`config.mk`:
```
export PLATFORM = sky130hd
export DESIGN_NAME = sddc_mul_unit
export DESIGN_NICKNAME = d
export VERILOG_FILES = /design/src/design/sddc_pkg.sv /design/src/design/sddc_mul_unit.sv
export SDC_FILE = /design/constraint.sdc
export NUM_CORES = 2
export LEC_CHECK = 0
export ABC_AREA = 1
export BUFFER_PORTS_ARGS = -buffer_cell sky130_fd_sc_hd__buf_2
export CAP_MARGIN = 20
export CORE_MARGIN = 3
export CORE_UTILIZATION = 50
export CTS_CLUSTER_DIAMETER = 60
export DETAILED_ROUTE_END_ITERATION = 6
export HOLD_SLACK_MARGIN = 0.02
export PLACE_DENSITY = 0.74
export SLEW_MARGIN = 0
export SYNTH_ARGS = -nofsm -noshare
export SYNTH_HDL_FRONTEND = slang
export SYNTH_SLANG_ARGS = --single-unit
export TNS_END_PERCENT = 50
```
`constraint.sdc`:
```
create_clock -name clock -period 31.3 [get_ports clock]
set_clock_uncertainty 0.05 [all_clocks]
set_input_delay 3.13 -clock clock [delete_from_list [all_inputs] [get_ports clock]]
set_output_delay 3.13 -clock clock [all_outputs]
set_load 0.03 [all_outputs]
```
`src/design/sddc_pkg.sv`:
```
// shared types, constants and codes for the skid-drive dc motor torque unit
// no dependencies; used by every other file of the block
package sddc_pkg;

   localparam int WHEEL_COUNT = 4;
   localparam int WHEEL_IDX_W = $clog2(WHEEL_COUNT);
   localparam int DUTY_W      = 16;
   localparam int SPEED_W     = 24;
   localparam int TORQUE_W    = 32;
   localparam int OPND_W      = 48;
   localparam int SAT_W       = OPND_W - 1;
   localparam int COEF_W      = 24;
   localparam int HALF_W      = OPND_W / 2;
   localparam int ACC_W       = OPND_W + COEF_W;
   localparam int CSR_INDEX_W = 3;
   localparam int CSR_DATA_W  = 24;

   localparam logic signed [DUTY_W-1:0] DUTY_ONE       = 16'sd16384;
   localparam logic [COEF_W-1:0]        PI_OVER_30_Q24 = 24'd1756906;
   localparam logic [SAT_W-1:0]         NO_SAT         = 47'h3FFF_FFFF_FFFF;
   localparam logic [SAT_W-1:0]         DIFF_SAT       = 47'h007F_FFFF_FFFF;
   localparam logic [SAT_W-1:0]         CURR_SAT       = 47'h03FF_FFFF_FFFF;
   localparam logic [SAT_W-1:0]         INT32_SAT      = 47'h0000_7FFF_FFFF;

   localparam logic [CSR_INDEX_W-1:0] CSR_SUPPLY_VOLTAGE      = 3'd0;
   localparam logic [CSR_INDEX_W-1:0] CSR_TORQUE_GAIN         = 3'd1;
   localparam logic [CSR_INDEX_W-1:0] CSR_GEAR_RATIO          = 3'd2;
   localparam logic [CSR_INDEX_W-1:0] CSR_WINDING_CONDUCTANCE = 3'd3;
   localparam logic [CSR_INDEX_W-1:0] CSR_TORQUE_LIMIT        = 3'd4;
   localparam logic [CSR_INDEX_W-1:0] CSR_DEAD_ZONE_DUTY      = 3'd5;

   typedef enum logic [1:0] {
      ACT_FORWARD = 2'd0,
      ACT_RIGHT   = 2'd1,
      ACT_SET     = 2'd2,
      ACT_TICK    = 2'd3
   } action_type;

   typedef enum logic [2:0] {
      ST_IDLE,
      ST_CHECK,
      ST_MUL_LO,
      ST_MUL_HI,
      ST_ROUND,
      ST_DIFF,
      ST_DONE
   } state_type;

   typedef enum logic [2:0] {
      OP_MOTOR_RPM,
      OP_OMEGA,
      OP_EMF,
      OP_DRIVE,
      OP_CURRENT,
      OP_TORQUE,
      OP_WHEEL
   } op_type;

   typedef enum logic [1:0] {
      MUL_HOLD,
      MUL_LOAD,
      MUL_ACC
   } mul_phase_type;

   typedef enum logic [2:0] {
      SH_0,
      SH_6,
      SH_8,
      SH_16,
      SH_24
   } shift_type;

   typedef struct packed {
      mul_phase_type    phase;
      shift_type        shift;
      logic [SAT_W-1:0] sat_lim;
      logic             neg_extra;
   } mul_ctrl_type;

   typedef struct packed {
      logic [1:0]                 action;
      logic signed [DUTY_W-1:0]   amount;
      logic signed [DUTY_W-1:0]   duty_front_left;
      logic signed [DUTY_W-1:0]   duty_front_right;
      logic signed [DUTY_W-1:0]   duty_rear_left;
      logic signed [DUTY_W-1:0]   duty_rear_right;
      logic signed [SPEED_W-1:0]  speed_front_left;
      logic signed [SPEED_W-1:0]  speed_front_right;
      logic signed [SPEED_W-1:0]  speed_rear_left;
      logic signed [SPEED_W-1:0]  speed_rear_right;
   } req_payload_type;

   typedef struct packed {
      logic                       torque_valid;
      logic signed [TORQUE_W-1:0] torque_front_left;
      logic signed [TORQUE_W-1:0] torque_front_right;
      logic signed [TORQUE_W-1:0] torque_rear_left;
      logic signed [TORQUE_W-1:0] torque_rear_right;
      logic signed [DUTY_W-1:0]   now_duty_front_left;
      logic signed [DUTY_W-1:0]   now_duty_front_right;
      logic signed [DUTY_W-1:0]   now_duty_rear_left;
      logic signed [DUTY_W-1:0]   now_duty_rear_right;
   } rsp_payload_type;

   function automatic logic signed [DUTY_W-1:0] clamp_duty(
      input logic signed [DUTY_W+1:0] x
   );
      logic signed [DUTY_W+1:0] one;
      one = (DUTY_W+2)'(DUTY_ONE);
      if (x > one) begin
         return DUTY_ONE;
      end else if (x < -one) begin
         return -DUTY_ONE;
      end
      return x[DUTY_W-1:0];
   endfunction

endpackage

```
`src/design/sddc_mul_unit.sv`:
```
// shared signed-by-unsigned multiply unit: two partial products, then round and saturate
// depends on sddc_pkg for widths and control struct
module sddc_mul_unit (
   input  logic                                  clock,
   input  sddc_pkg::mul_ctrl_type                ctrl,
   input  logic signed [sddc_pkg::OPND_W-1:0]    a,
   input  logic [sddc_pkg::COEF_W-1:0]           b,
   output logic signed [sddc_pkg::OPND_W-1:0]    result
);

   logic signed [sddc_pkg::HALF_W:0]           mul_x;
   logic signed [sddc_pkg::COEF_W:0]           mul_y;
   logic signed [sddc_pkg::HALF_W+sddc_pkg::COEF_W+1:0] prod;
   logic signed [sddc_pkg::ACC_W-1:0]          prod_lo;
   logic signed [sddc_pkg::ACC_W-1:0]          prod_hi;
   logic signed [sddc_pkg::ACC_W-1:0]          acc_ff;
   logic signed [sddc_pkg::ACC_W-1:0]          acc_in;
   logic signed [sddc_pkg::ACC_W-1:0]          half;
   logic signed [sddc_pkg::ACC_W-1:0]          rnd;
   logic signed [sddc_pkg::ACC_W-1:0]          shifted;
   logic signed [sddc_pkg::ACC_W-1:0]          upper;
   logic signed [sddc_pkg::ACC_W-1:0]          lower;
   logic signed [sddc_pkg::ACC_W-1:0]          extra;

   // low half unsigned, high half signed
   assign mul_x = (ctrl.phase == sddc_pkg::MUL_LOAD)
                ? $signed({1'b0, a[sddc_pkg::HALF_W-1:0]})
                : $signed({a[sddc_pkg::OPND_W-1], a[sddc_pkg::OPND_W-1:sddc_pkg::HALF_W]});
   assign mul_y = $signed({1'b0, b});
   assign prod  = mul_x * mul_y;

   assign prod_lo = sddc_pkg::ACC_W'(prod);
   assign prod_hi = $signed({prod[sddc_pkg::OPND_W-1:0], {sddc_pkg::HALF_W{1'b0}}});

   always_comb begin
      case (ctrl.phase)
         sddc_pkg::MUL_LOAD: begin
            acc_in = prod_lo;
         end
         sddc_pkg::MUL_ACC: begin
            acc_in = acc_ff + prod_hi;
         end
         default: begin
            acc_in = acc_ff;
         end
      endcase
   end

   always_ff @(posedge clock) begin
      acc_ff <= acc_in;
   end

   // round half up, then floor shift
   always_comb begin
      half = '0;
      case (ctrl.shift)
         sddc_pkg::SH_6:  half[5]  = 1'b1;
         sddc_pkg::SH_8:  half[7]  = 1'b1;
         sddc_pkg::SH_16: half[15] = 1'b1;
         sddc_pkg::SH_24: half[23] = 1'b1;
         default:         half     = '0;
      endcase
      rnd = acc_ff + half;
      case (ctrl.shift)
         sddc_pkg::SH_6:  shifted = rnd >>> 6;
         sddc_pkg::SH_8:  shifted = rnd >>> 8;
         sddc_pkg::SH_16: shifted = rnd >>> 16;
         sddc_pkg::SH_24: shifted = rnd >>> 24;
         default:         shifted = rnd;
      endcase
   end

   assign upper = sddc_pkg::ACC_W'($signed({1'b0, ctrl.sat_lim}));
   assign extra = $signed({{(sddc_pkg::ACC_W-1){1'b0}}, ctrl.neg_extra});
   assign lower = -upper - extra;

   always_comb begin
      if (shifted > upper) begin
         result = upper[sddc_pkg::OPND_W-1:0];
      end else if (shifted < lower) begin
         result = lower[sddc_pkg::OPND_W-1:0];
      end else begin
         result = shifted[sddc_pkg::OPND_W-1:0];
      end
   end

endmodule

```
Word-level counts from Yosys, hierarchy flattened:

Cells that the tools add are included.

* add/sub/neg operators: 4
* multipliers: 1
* $lt $le $gt $ge: 2
* equal/unequal tests: 6
* mux-type cells: 9
* reduce and logical (&&, ||, !) cells: 1

Operator list (count)
* one-hot mux 71 bit (4 select lines): 1
* one-hot mux 72 bit (2 select lines): 1
* two-way mux 48 bit: 2
* adder 72 x 25 -> 72 bit: 1
* adder 72 bit: 1
* greater-than comparator 72 x 48 -> 1 bit: 1
* < comparator 72 bit: 1
* negator 47 -> 72 bit: 1
* subtractor 72 x 2 -> 72 bit: 1
* multiplier 25 x 25 -> 50 bit: 1
* two-way mux 25 bit: 1
* == test 3 x 2 -> 1 bit (second input constant): 2
* two-way mux 1 bit: 4
* == test 3 x 1 -> 1 bit (second input constant): 1
* == test 3 bit (second input constant): 1
* == test 2 x 1 -> 1 bit (second input constant): 1
* == test 2 bit (second input constant): 1
* nonzero test 2 bit: 1

* bits in registers: 72
* input port bits: 126
* output and inout bits: 48
* logic and storage cells: 24

Logic depth before layout (Yosys ltp):

* word-level depth: 7
* gate-level depth with buffers: 47
* depth with buffers taken out: 45

Worst setup path before layout:

No wires, ideal clock.

* kind: input port to flip-flop
* from: in ctrl[52] in the netlist's numbering
* to: reg acc_ff[66] in the netlist's numbering (data pin)
* setup time: 258 ps
* arrival: 12002 ps
* required time: 30992 ps
* setup slack: 18990 ps
* stages: 44
* path buffers: 3
* cells stage by stage: inv_1 > ha_1 > clkbuf_1 > inv_1 > clkbuf_1 > or2_2 > o21ai_1 > clkbuf_1 > nor2_1 > fa_1 > inv_1 > fa_1 > fa_1 > inv_1 > ha_1 > fa_1 > fa_1 > inv_1 > [... 8 more ...] > o21ai_0 > a21oi_1 > inv_1 > nand2_1 > nand3b_1 > and2_1 > ha_1 > nand2_1 > nor2_1 > inv_1 > nor4_1 > nand3_1 > nand3_1 > nand3_1 > o211ai_1 > a21oi_1 > o21ai_0 > nand2_1

* longest elaborated chain between the ends: 5
* elaborated cells between the ends (all ways): 6
* those cells by class: add/sub: 1; mul: 1; eq/ne: 2; mux: 2

Ends and longest elaborated chain
* start: declaration: RTL line sddc_mul_unit.sv:5 `input sddc_pkg::mul_ctrl_type ctrl,`
* == test 2 x 1 -> 1 bit: RTL line sddc_mul_unit.sv:26, sddc_mul_unit.sv:36
* two-way mux 25 bit: RTL line sddc_mul_unit.sv:27 `? $signed({1'b0, a[sddc_pkg::HALF_W-1:0]})`
* multiplier 25 x 25 -> 50 bit: RTL line sddc_mul_unit.sv:30 `assign prod = mul_x * mul_y;`
* adder 72 bit: RTL line sddc_mul_unit.sv:41 `acc_in = acc_ff + prod_hi;`
* one-hot mux 72 bit (2 select lines) *: RTL line sddc_mul_unit.sv:36 `case (ctrl.phase)`
* via acc_in, one bit: RTL line sddc_mul_unit.sv:17 `logic signed [sddc_pkg::ACC_W-1:0] acc_in;`
* end signal: assignment: RTL line sddc_mul_unit.sv:50 `acc_ff <= acc_in;`
* end: declaration: RTL line sddc_mul_unit.sv:16 `logic signed [sddc_pkg::ACC_W-1:0] acc_ff;`

The timed path passes the listed nets; every way through them passes the cells marked *.
A chain may end at the register's enable or synchronous reset.

Final worst setup path:

* from: in ctrl[52] in the netlist's numbering
* to: reg acc_ff[71] in the netlist's numbering (data pin)

The elaborated chain is that of the path after synthesis.

==> flow_summary.yaml <==
timing:
  worst_pin_slew_ns: 1.13
  setup_viol: 0
  rsz0062_at_grt: "false"
  hold_violations: 0
  finalCriticalPeriod_ns: 14.95
  drv_slew: 0
  tns_ns: 0
  min_period_over_period_pct: 47.8
  relSlewSlack_pct: 24.3
  fmax_mhz: 66.9
global_route:
  gr-total-overflow: 0
  grt_max_degree: 61
  grt_antenna_before_repair: 2
  grt_usage_pct: 33.1
  grt_pass1_wl_mm: 214
  grt_pass1_vias: 38552
setup_path:
  rrSetupSlack_ns: 26.80
  crit_type: "in2reg"
  path_max_fanout: 49
  arrival_ns: 15.02
  cp.required_ns: 31.37
  end_kind: "flop"
  crit_top_cell: "nand2_1"
  cpMaxStageDelayCell: "nor4_1"
  worst_setup_path_start_kind: "primary input"
  max_stage_delay_ns: 0.84
clock_network:
  clk_pin_slew_ns: 0.07
  cts_sinks: 72
  worstSkewPairLatency_ns: 0.36
  htreeDepth: 3
  cts_tree: "built"
  clk_path_buf_depth: 2
  holdBufCountCts: 0
  cts-root-buf: "clkbuf_16"
  cts_resized: 0
  postCtsSetupRepairBufs: 0
  cts_buffers: 9
drt:
  viasPerCell: 5.69
  wl_per_cell_um: 20.1
  via_count: 38398
  drt_first_pass_iters: 7
  ant_nets: 0
  drtIter0Drc: 3725
  drc: 8
  wirelength_mm: 136
synthesis:
  synth_nets: 6763
  ys_ff_latch: 72
  synthCells: 5633
  ys_types: 59
  ys_async_sr_fraction_pct: 0
  synth_warnings: 0
  ys.flop_type: "edfxtp_1"
  seq_area_frac_synth_pct: 5.44
  synth_edf_count: 72
  avgSynthCellArea_um2: 7.06
  synthesis.area_um2: 39800
run:
  drv_cap: 0
floorplan:
  die_h_um: 288
  dieArea_um2: 83000
  rows: 102
  die_x_um: 288
  start_util_pct: 50.9
  ioPinCount: 174
  core_area_um2: 78100
layout:
  drive_gt1_share_pct: 6.10
  nets: 6830
  largest_reg_flops: 72
  fillers: 7754
  syn2layout_area_growth_pct: 5.61
  top_register: "acc_ff"
  reg_top3: "acc_ff (72)"
  mostFrequentLayoutCell: "inv_1"
  mostFrequentLayoutCells: "inv_1 (1217), nand2_1 (1053), nor2_1 (695)"
placed_design:
  portBuffers: 173
  finalWeightedCongestion: 1.01
  dpl.hpwl_mm: 113
outcome:
  violations: "DRC"
  outcome: "finished with violations"
hold_path:
  hp-class: "reg2reg"
[logic make-up after synthesis]
group | after synthesis | share of synthesized area (%)
flip-flops | 72 | 5.44
XOR/XNOR | 150 | 3.30
AND/OR/NAND/NOR | 2256 | 23.6
adder cells (fa/ha/maj) | 1004 | 43.5
buffers and inverters | 1419 | 13.6
AO/OA/AOI/OAI | 732 | 10.6
[worst max-delay path, delay by kind of cell]
| family | cells | cell delay [ns] |
|---|---|---|
| AO/OA/AOI/OAI | 5 | 1.39 |
| buffers and inverters | 10 | 2.20 |
| adder cells (fa/ha/maj) | 10 | 4.39 |
| AND/OR/NAND/NOR | 17 | 3.55 |
| XOR/XNOR | 1 | 0.27 |
[per-layer routing]
layer	global-route usage, %	up-vias	share of wire (%)
met5	0	-	0.034
li1	-	17592	-
met3	6.57	378	11
met4	11.3	6	4.1
met2	54.5	2090	46
met1	43.7	18332	39
[worst paths after layout]
check | cells after the start | end | start
worst min-delay path | 3 | acc_ff[24]$_DFFE_PP_ | acc_ff[24]$_DFFE_PP_
worst max-delay path | 43 | acc_ff[71]$_DFFE_PP_ | ctrl[52]
worst min register to register | 3 | acc_ff[24]$_DFFE_PP_ | acc_ff[24]$_DFFE_PP_
worst max register to register | 15 | acc_ff[59]$_DFFE_PP_ | acc_ff[26]$_DFFE_PP_
[synthesized netlist by cell type (17+ instances only)]
| cell type | n | area, um2 |
|---|---|---|
| o21ai_0 | 187 | 936 |
| inv_1 | 1218 | 4570 |
| o22ai_1 | 54 | 338 |
| nand4_1 | 49 | 307 |
| xnor2_1 | 56 | 490 |
| nor2_2 | 18 | 113 |
| nand2_2 | 22 | 138 |
| buf_2 | 17 | 85.1 |
| edfxtp_1 | 72 | 2160 |
| nor2_1 | 697 | 2620 |
| nand2_1 | 1053 | 3950 |
| or2_2 | 32 | 200 |
| o21ai_1 | 27 | 135 |
| xor2_1 | 94 | 823 |
| o221ai_1 | 21 | 184 |
| nand3_1 | 295 | 1480 |
| clkbuf_1 | 127 | 477 |
| clkinv_1 | 22 | 82.6 |
| a31oi_1 | 35 | 219 |
| nor3_1 | 50 | 250 |
| ha_1 | 370 | 4630 |
| o21a_1 | 19 | 143 |
| buf_1 | 18 | 67.6 |
| fa_1 | 634 | 12700 |
| a21o_1 | 17 | 128 |
| a21oi_1 | 290 | 1450 |
[area by class of cell]
cell class	instances	area [um2]	share of cell area, %
multi-input cells	4142	32200	76.8
inverters	1250	4690	11.2
flip-flops and latches	72	2160	5.15
well taps	1040	1300	3.10
repair buffers	225	1280	3.06
clock buffers	9	225	0.536
clock inverters	7	96.3	0.229
diodes	1	2.50	0.00596
[per-stage QoR]
stage          instance area, um2  util, %  setup slack [ns]  hold slack, ns  std cells
3_3_place_gp                41600     53.3             16.34           0.818       6727
2_1_floorplan               39800        -             18.99           0.700       5633
6_report                    42000     53.8             16.35           0.883       6746
4_1_cts                     42000     53.7             16.64           0.864       6743
5_1_grt                     42000     53.8             15.67           0.919       6745
3_5_place_dp                41600     53.3             16.27           0.848       6727
Power is left out: the tool's default activity adds up to more than one toggle a clock period on the data nets, which glitch-free logic cannot reach.
